**config.mk**
```make
export PLATFORM = sky130hd
export DESIGN_NAME = bpfa_ctrl
export DESIGN_NICKNAME = d
export VERILOG_FILES = /design/src/hdl/bpfa_pkg.sv /design/src/hdl/bpfa_ctrl.sv
export SDC_FILE = /design/constraint.sdc
export NUM_CORES = 1
export LEC_CHECK = 0
export BUFFER_PORTS_ARGS = -buffer_cell sky130_fd_sc_hd__buf_2
export CORE_MARGIN = 2
export CORE_UTILIZATION = 35
export CTS_CLUSTER_SIZE = 16
export DETAILED_ROUTE_END_ITERATION = 16
export SLEW_MARGIN = 20
export SYNTH_ARGS = -nofsm -noshare
export SYNTH_HDL_FRONTEND = slang
export SYNTH_SLANG_ARGS = --single-unit
```
**constraint.sdc**
```tcl
create_clock -name clk -period 3.8 [get_ports clk]
set_clock_uncertainty 0.05 [all_clocks]
set_input_delay 0.57 -clock clk [delete_from_list [all_inputs] [get_ports clk]]
set_output_delay 0.57 -clock clk [all_outputs]
set_load 0.01 [all_outputs]
```
**src/hdl/bpfa_pkg.sv**
```systemverilog
// ----------------------------------------------------------------------------
// bpfa_pkg
// Shared types and codes of the bitmap page frame allocator.
// ----------------------------------------------------------------------------
`default_nettype none

package bpfa_pkg;

	localparam int WORD_BITS  = 32;
	localparam int WORD_SHIFT = 5;

	localparam logic [15:0] FREE_MAX = 16'hFFFF;

	typedef enum logic [1:0] {
		CMD_ALLOC = 2'd0,
		CMD_LOCK  = 2'd1,
		CMD_QUERY = 2'd2
	} cmd_t;

	typedef struct packed {
		logic init_wr;
		logic accept;
		logic prep1;
		logic prep2;
		logic prep3;
		logic scan;
		logic load_out;
	} ctrl_t;

	typedef struct packed {
		logic init_last;
		logic empty;
		logic hit;
		logic last;
		logic out_busy;
	} status_t;

endpackage

`default_nettype wire

```
**src/hdl/bpfa_ctrl.sv**
```systemverilog
// ----------------------------------------------------------------------------
// bpfa_ctrl
// Command sequencer: clearing pass, operand setup, bitmap scan, response.
// ----------------------------------------------------------------------------
`default_nettype none

module bpfa_ctrl (
	input  wire logic              clk,
	input  wire logic              arst_n,
	input  wire logic              s_valid,
	output logic                   s_ready,
	input  wire bpfa_pkg::status_t status,
	output bpfa_pkg::ctrl_t        ctrl
);

	import bpfa_pkg::*;

	typedef enum logic [7:0] {
		ST_INIT = 8'b0000_0001,
		ST_IDLE = 8'b0000_0010,
		ST_P1   = 8'b0000_0100,
		ST_P2   = 8'b0000_1000,
		ST_P3   = 8'b0001_0000,
		ST_SCAN = 8'b0010_0000,
		ST_FIN  = 8'b0100_0000,
		ST_RESP = 8'b1000_0000
	} state_t;

	state_t state_q;
	state_t state_d;

	always_comb begin
		state_d = state_q;
		ctrl    = '0;
		s_ready = 1'b0;
		unique case (state_q)
			ST_INIT: begin
				ctrl.init_wr = 1'b1;
				if (status.init_last) begin
					state_d = ST_IDLE;
				end
			end
			ST_IDLE: begin
				s_ready     = 1'b1;
				ctrl.accept = s_valid;
				if (s_valid) begin
					state_d = ST_P1;
				end
			end
			ST_P1: begin
				ctrl.prep1 = 1'b1;
				state_d    = ST_P2;
			end
			ST_P2: begin
				ctrl.prep2 = 1'b1;
				state_d    = ST_P3;
			end
			ST_P3: begin
				ctrl.prep3 = 1'b1;
				state_d    = status.empty ? ST_FIN : ST_SCAN;
			end
			ST_SCAN: begin
				ctrl.scan = 1'b1;
				if (status.hit || status.last) begin
					state_d = ST_FIN;
				end
			end
			ST_FIN: begin
				state_d = ST_RESP;
			end
			ST_RESP: begin
				if (!status.out_busy) begin
					ctrl.load_out = 1'b1;
					state_d       = ST_IDLE;
				end
			end
			default: begin
				state_d = ST_INIT;
			end
		endcase
	end

	always_ff @(posedge clk or negedge arst_n) begin
		if (!arst_n) begin
			state_q <= ST_INIT;
		end else begin
			state_q <= state_d;
		end
	end

endmodule

`default_nettype wire

```
==> metrics.txt, run 1 <==
status finished clean; vias roughly 430; Tmin final about 2200 ps; Rel. slew slack between 70% and 80%; final setup violation count 0; CTS Buf Count 3; Post-synth ARST share 100%; row count 13; switching power total 123 µW; ranking of synthesized cells by area dfrtp_1 (36%), nor4_4 (8.8%), nor3b_1 (6.2%); Adder-Cell Fraction of Synth Area 0%; CP arrival between 1500 and 2000 ps; Synth Flop Type dfrtp_1; vias in the first global route 414; CTS H-tree depth 1; grt ovf 0; largest family of logic cells by synthesized area simple AND/OR/NAND/NOR gates; Synth Area in Compound Gates about 11%; Worst VDD drop approximately 0.33 mV; mux contribution to synthesized area 0%; Yosys cell types 23; CP Max Fanout 4; register area share after synthesis 41.5%; Post-CTS Resized 0; Int Power roughly 200 µW; final WL just over 1000 µm; Reg clk slew, reported paths about 70 ps; area delta synth->final 24.7%; power per cell area ~530 nW/µm²; Initial Util 37.3%; largest registers state_q: 8 flops; core region area between 1000 and 1500 µm²; total power 323 µW; HP Class in2async; Post-Syn Area between 400 and 500 µm²; Commonest cells post-synth dfrtp_1 (7), nor2_1 (7), inv_1 (4), nor2b_1 (4), nor3b_1 (4); num ports 16; Critical Path Source Type flop; Simple-Gate Fraction of Synth Area a little over two fifths; Mapped Nets 60; TNS Setup 0 ps; CTS Sinks 8; Worst EP required between 3000 and 4000 ps; share of the synthesized area in the top cell type approximately 36%; die height approximately 41 µm; Routed WL per cell 12.1 µm; CTS tree yes; CTS root buffer clkbuf_4; postcts setup bufs 0; post-synthesis register bit count 8; first-pass GRT wire length 1790 µm; Least-Margin Pin Slew between 300 and 400 ps; Final nets 80; initial antenna violation count 0; Max-Cap Viols 0; Setup Crit Path Kind reg2out; final hold violation count 0; Pleak just over 0.3 nW; ANT cells 0; routability cong. 0.714; Routed Antenna Nets 0; RSZ-0062 raised after global routing false; Crit. End Element primary output; DR pass1 iterations 2; Synth warnings 0; largest net degree at the start of global routing 9; layout cell share with drive strength beyond 1 between 30 and 40%; xor/xnor share of the synthesized area ~1.8%; clock power share around 23%; CTS Hold Bufs 0; largest reg by FF count state_q; Clock Path Buffers 2; Synth Instances 52; combinational power share about 39%; Sw Share 38.2%; highest clock rate 0.455 GHz; insertion delay to the later sink of the worst-skew pair around 260 ps; EDFF count, synth 0; drt drc 0; die width roughly 41 µm; max-slew violations 0; post-synth top area cell dfrtp_1; Largest register FFs 8; vias per inst around 5.0; Flop pwr share approximately two fifths; DR iter-0 viols 6; PortBufs 15; fin crit share a little under 60%; die area 1700 µm²; final core occ between 40% and 50%; syn avg cell area a little over 9 µm²; Total GRT Usage about 17%
layer usage:
| metal | up-vias | track usage (%) | part of all wire (%) |
|---|---|---|---|
| li1 | 224 | - | - |
| met1 | 200 | 20.8 | 50 |
| met2 | 9 | 27.7 | 46 |
| met3 | 0 | 4.89 | 3.7 |
| met4 | 0 | 4.84 | 0 |
| met5 | - | 0 | 0 |
kinds of logic (layout without fill, tap and decap cells):
| family | after synthesis | after routing |
|---|---|---|
| XOR/XNOR | 1 | 1 |
| AND/OR/NAND/NOR | 30 | 30 |
| flip-flops | 8 | 8 |
| AO/OA/AOI/OAI | 9 | 9 |
| buffers and inverters | 4 | 23 |
path summary, 6_finish.rpt:
path	slack, ps	startpoint	cells past startpoint	end
worst min-delay path	90	arst_n	1	state_q[2]
max in group asynchronous	3360	arst_n	1	state_q[0]
worst max register to register	2280	state_q[2]	4	state_q[1]
min in group clk	460	status[4]	2	state_q[0]
worst min register to register	570	state_q[3]	1	state_q[3]
worst max-delay path	1600	state_q[4]	5	ctrl[5]
area by class of cell:
class	instances	area (µm²)
flip-flops and latches	8	201
inverters	4	15.0
well taps	15	18.8
repair buffers	15	75.1
multi-input cells	40	269
clock buffers	4	26.3
fillers	142	696
power by group through the flow:
| stage | Combinational (mW) | Sequential, mW | Clock [mW] |
|---|---|---|---|
| floorplan | 0.0906 | 0.123 | 0 |
| global placement | 0.126 | 0.127 | 0 |
| detailed placement | 0.124 | 0.127 | 0 |
| CTS | 0.124 | 0.126 | 0.0739 |
| global route | 0.140 | 0.129 | 0.0789 |
| finish | 0.124 | 0.126 | 0.0728 |
cells in the final DEF (no fill, tap or decap), drive strengths merged, types with 3 or more instances in the layout:
| master | n |
|---|---|
| nand2 | 3 |
| nor2 | 7 |
| nor2b | 4 |
| buf | 15 |
| clkbuf | 4 |
| inv | 4 |
| dfrtp | 7 |
| nor3b | 4 |
worst max-delay path, stage by stage (launching register included):
cell	delay [ps]
dfrtp_1	440
nor4_4	340
nand4b_1	200
inv_1	110
and2_1	120
buf_2	120
metrics by stage:
step,instance area [µm²],hold WS [ps],instances,worst slack [ps]
after global placement,579,376,82,1870
final,606,89.2,86,1600
after detailed placement,579,373,82,1890
after global routing,606,109,86,1420
after floorplan,485,224,52,1980
after CTS,606,94.1,86,1600
Power figures use the tool's default switching activity.
==> run 2, diff against run 1 <==
--- a/config.mk
+++ b/config.mk
@@ -5,6 +5,7 @@
 export SDC_FILE = /design/constraint.sdc
 export NUM_CORES = 1
 export LEC_CHECK = 0
+export ABC_AREA = 1
 export BUFFER_PORTS_ARGS = -buffer_cell sky130_fd_sc_hd__buf_2
 export CORE_MARGIN = 2
 export CORE_UTILIZATION = 35
==> constraint.sdc (replaced) <==
create_clock -name clk -period 2.2 [get_ports clk]
set_clock_uncertainty 0.05 [all_clocks]
set_input_delay 0.33 -clock clk [delete_from_list [all_inputs] [get_ports clk]]
set_output_delay 0.33 -clock clk [all_outputs]
set_load 0.01 [all_outputs]
==> run 2 against run 1 <==
  * Count of clock-buffer cells in the layout unchanged
  * Critical path depth up 1
  * Register-to-register slack worse by 1400 ps
  * Global-route usage down 5.2 points
  * Critical path type unchanged
==> metrics.txt, run 2 <==
Worst R2R Path Depth 7; clock power share a little over a fifth; CTS Buf Count 3; Synth Instances slightly above 80; row count 14; vias per inst roughly 4.3; mux contribution to synthesized area 0%; Initial Util a little under two fifths; register area share after synthesis around a third; largest family of logic cells by synthesized area simple AND/OR/NAND/NOR gates; Routed Antenna Nets 0; num ports 16; layout cell share with drive strength beyond 1 41.6%; Commonest cells post-synth nand2_1 (20), nor2_1 (13), inv_1 (11), dfrtp_1 (7), inv_2 (7); grt ovf 0; Synth Flop Type dfrtp_1; final hold violation count 0; drt drc 0; highest clock rate a little under 0.6 GHz; flop2flop setup slack approximately 920 ps; largest registers state_q: 8 flops; CTS Hold Bufs 1; Setup Crit Path Kind reg2out; Synth warnings 0; initial antenna violation count 0; Post-CTS Resized 0; DR pass1 iterations 4; Simple-Gate Fraction of Synth Area about 50%; Largest register FFs 8; largest net degree at the start of global routing 9; WHS 199 ps; syn avg cell area just over 7 µm²; Clock Path Buffers 2; Adder-Cell Fraction of Synth Area 0%; Final nets 110; Post-synth ARST share 100%; xor/xnor share of the synthesized area 0%; Sw Share between 40% and 50%; Layout Cells excl Fill between 100 and 150; Mapped Nets 89; combinational power share between 40% and 50%; die height between 40 and 50 µm; core region area ~1500 µm²; ranking of synthesized cells by area dfrtp_1 (31%), nand2_1 (13%), nor2_1 (8.5%); Post-Syn Area between 500 and 600 µm²; insertion delay to the later sink of the worst-skew pair 270 ps; RSZ-0062 raised after global routing false; switching power total between 200 and 300 µW; CTS root buffer clkbuf_4; CTS Sinks 8; CTS H-tree depth 1; Critical Path Source Type flop; Yosys cell types 18; R2R Path Start state_q[0]; share of the synthesized area in the top cell type 30.6%; Worst Setup EP ctrl[5]; CTS tree yes; DR iter-0 viols 8; most numerous cell in the Yosys netlist nand2_1; Worst Setup SP state_q[5]; Flop pwr share between 30% and 40%; postcts setup bufs 0; vias in the first global route a little under 400; die area between 1500 and 2000 µm²; max-slew violations 0; Worst VDD drop just over 0.5 mV; status finished clean; final WL roughly 1100 µm; post-synth top area cell dfrtp_1; Synth Area in Compound Gates 1.75%; Total GRT Usage 11.5%; ANT cells 0; post-synthesis register bit count 8; Least-Margin Pin Slew 195 ps; EDFF count, synth 0; DP HPWL 900 µm; Routed WL per cell ~9 µm; final core occ between 40% and 50%; final setup violation count 0; area delta synth->final 23.0%; die width 44.4 µm; Worst EP required roughly 1800 ps; power per cell area between 800 and 900 nW/µm²; CP Max Fanout 6; vias 501; Tmin final roughly 1700 ps; fin crit share about three quarters; Reg clk slew, reported paths 60 ps; Crit. End Element primary output; routability cong. roughly 0.75; PortBufs 15; most frequent cells in the layout nand2_1 (20), buf_2 (15), nor2_1 (13), inv_1 (11); commonest non-fill, non-tap cell in the layout nand2_1; Rel. slew slack between 80% and 90%; Pleak between 0.4 and 0.5 nW; HP Class in2reg; first-pass GRT wire length ~1600 µm; Int Power around 340 µW; Max-Cap Viols 0; largest reg by FF count state_q; CP arrival 1310 ps; Reg-to-Reg End state_q[1]; Placed Cells roughly 110; TNS Setup 0 ps
-- run 2: final cells by class --
| type | instances | area [µm²] |
|---|---|---|
| timing repair buffer | 16 | 85.1 |
| tap | 16 | 20.0 |
| sequential | 8 | 201 |
| fill | 166 | 821 |
| multi-input combinational | 54 | 297 |
| inverter | 19 | 73.8 |
| clock buffer | 4 | 26.3 |
-- run 2: power by group through the flow --
stage,Sequential [mW],Combinational [mW],Clock [mW]
floorplan,0.204,0.201,0
detailed placement,0.208,0.259,0
CTS,0.206,0.261,0.134
global route,0.208,0.284,0.141
finish,0.205,0.261,0.130
global placement,0.207,0.262,0
-- run 2: metrics by stage --
stage          setup WS, ps  instance area [µm²]  power (mW)
3_3_place_gp            796                  667       0.470
2_1_floorplan           895                  572       0.406
6_report                509                  703       0.596
3_5_place_dp            797                  667       0.467
5_1_grt                 400                  703       0.633
4_1_cts                 498                  703       0.601
-- run 2: worst min-delay path by stage --
stage                     slack (ps)  startpoint  cells past startpoint    endpoint
after global placement           140      arst_n                      1  state_q[1]
after floorplan                  -20      arst_n                      0  state_q[1]
after detailed placement         140      arst_n                      1  state_q[2]
after CTS                        190   status[3]                      2  state_q[5]
final                            200   status[3]                      2  state_q[5]
after global routing             220   status[3]                      2  state_q[5]
-- run 2: critical path, cell delays in order, from the launching register on --
cell     delay (ps)
dfrtp_1         390
inv_1            70
nand2_2         110
nor2_8          140
nand2_1         110
nor2_1          100
buf_2           130
-- run 2: per-layer routing --
metal	up-vias	share of wire (%)	routed length, µm	track usage [%]
met2	18	44	472	15.9
met1	206	47	508	15.4
li1	275	-	-	-
met4	0	1.8	19	5.45
met5	-	0	0	0
met3	2	6.6	71	4.90
-- run 2: logic make-up after synthesis --
family	Yosys count
simple gates	52
buf+inv	19
compound gates	2
flops	8
==> run 3, diff against run 2 <==
==> constraint.sdc (replaced) <==
create_clock -name clk -period 1.4 [get_ports clk]
set_clock_uncertainty 0.05 [all_clocks]
set_input_delay 0.21 -clock clk [delete_from_list [all_inputs] [get_ports clk]]
set_output_delay 0.21 -clock clk [all_outputs]
set_load 0.01 [all_outputs]
==> run 3 against run 2 <==
  * The run now ends with negative setup slack left
  * Core utilization up 11 points
  * Critical path depth unchanged
  * Sequential share of layout area down 5.4 points
  * Routed wire length up 18%
  * First-iteration DRC count up 50%
  * Register-to-register slack worse by 870 ps
  * Worst setup slack worse by 670 ps
  * Sequential power up 58%
  * Non-clock buffer count up 12
  * Critical endpoint unchanged
==> metrics.txt, run 3 (synthesis results as in run 2) <==
drt drc 0; failing checks negative setup slack; fin crit share 112%; die area 1970 µm²; Flop pwr share 29.7%; design area 866 µm²; largest registers state_q: 8 flops; Initial Util approximately 38%; num ports 16; Post-DP Area 667 µm²; final setup margin -162 ps; DR iter-0 viols 12; Least-Margin Pin Slew 211 ps; CTS tree yes; slowest stage delay, CP 410 ps; largest reg by FF count state_q; first-pass GRT wire length 2010 µm; Worst EP required ~1100 ps; RSZ-0062 raised after global routing true; CP arrival approximately 1300 ps; largest net degree at the start of global routing 9; routability cong. 0.752; final setup violation count 7; WHS approximately 95 ps; grt ovf 0; insertion delay to the later sink of the worst-skew pair 260 ps; register area 201 µm²; commonest non-fill, non-tap cell in the layout nand2_1; final WL roughly 1300 µm; most frequent cells in the layout nand2_1 (17), buf_4 (12), inv_2 (11), buf_2 (11), nor2_1 (10); CTS root buffer clkbuf_4; most used cell, CP nand2_4; die height ~44 µm; Rel. slew slack a little under nine tenths; Sw Share 40.9%; initial antenna violation count 0; CTS Buf Count 3; Tmin final 1560 ps; Total GRT Usage between 10 and 15%; highest clock rate between 0.6 and 0.7 GHz; ANT cells 0; Int Power between 600 and 700 µW; core region area 1520 µm²; CP Max Fanout 6; Largest register FFs 8; CTS H-tree depth 1; Worst VDD drop ~0.87 mV; DP HPWL around 890 µm; area delta synth->final 51.4%; PortBufs 15; vias in the first global route 509; Buffers & Inverters on Critical Path 2; vias per inst approximately 4.4; critical path cell sequence inv_2 > nand2_4 > nor2_8 > nand2_4 > nor2_2 > buf_2; die width between 40 and 50 µm; Multi-input gate area ~340 µm²; Clock Path Buffers 2; DR pass1 iterations 4; vias between 500 and 600; max-slew violations 0; Crit-path slowest cell dfrtp_1; clock power share around 18%; Routed Antenna Nets 0; Routed WL per cell between 9 and 10 µm; Setup Crit Path Kind reg2out; status finished with violations; power per cell area about 1300 nW/µm²; switching power total approximately 450 µW; Critical Path Source Type flop; Final nets between 100 and 150; final core occ between 50% and 60%; HP Class in2reg; number of fill cells around 160; Max-Cap Viols 0; layout cell share with drive strength beyond 1 59.3%; CTS Sinks 8; TNS Setup -794 ps; Reg clk slew, reported paths approximately 60 ps; combinational power share between 50% and 60%; final hold violation count 0; Pleak just over 0.5 nW; row count 14; Crit. End Element primary output; delay-heaviest family, CP simple AND/OR/NAND/NOR gates
-- run 3: changes by cell type in the layout (fill, tap and decap cells not counted), moves of 2 or more --
cell and delta:
buf_2 -4, buf_4 +12, buf_6 +4, inv_1 -4, inv_2 +4, nand2_1 -3
nand2_4 +2, nand3_1 -3, nand3_2 +2, nor2_1 -3, nor2_2 +3
-- run 3: power by group through the flow --
stage                     logic [mW]  clock network (mW)  registers (mW)
after floorplan                0.317                   0           0.321
after global placement         0.412                   0           0.326
after detailed placement       0.406                   0           0.328
after CTS                      0.498               0.204           0.323
after global routing           0.617               0.218           0.327
final                          0.568               0.196           0.323
-- run 3: worst paths after layout --
| kind | start | end | slack (ps) | cells after the start |
|---|---|---|---|---|
| max | state_q[7] | ctrl[5] | -160 | 6 |
| min | status[3] | state_q[5] | 100 | 2 |
| max reg2reg | state_q[7] | state_q[1] | 50 | 9 |
| min reg2reg | state_q[7] | state_q[7] | 580 | 3 |
| max in group asynchronous | arst_n | state_q[0] | 780 | 2 |
| min in group asynchronous | arst_n | state_q[4] | 270 | 2 |
-- run 3: layout make-up --
type / count / area share, %
clock buffer: 4 / 3.03
inverter: 19 / 8.53
multi-input combinational: 54 / 39.7
sequential: 8 / 23.3
tap: 16 / 2.31
timing repair buffer: 28 / 23.1
-- run 3: repair_timing --
action	4_1_cts	5_1_grt
setup buffers	8	4
setup endpoints to repair	8	9
gates resized for setup	13	7
hold buffers	1	0
pin swaps	5	6
hold endpoints to repair	8	0
-- run 3: layer usage --
| metal | track usage [%] | up-vias | wire length [µm] |
|---|---|---|---|
| li1 | - | 302 | - |
| met1 | 16.9 | 250 | 540 |
| met2 | 23.8 | 16 | 656 |
| met3 | 6.12 | 0 | 75 |
| met4 | 1.82 | 0 | 0 |
| met5 | 0 | - | 0 |
-- run 3: through the flow --
stage	std cells	total power [mW]	setup WS, ps
3_5_place_dp	112	0.734	120
3_3_place_gp	112	0.738	116
2_1_floorplan	81	0.638	192
4_1_cts	125	1.03	-140
5_1_grt	129	1.16	-237
6_report	129	1.09	-162
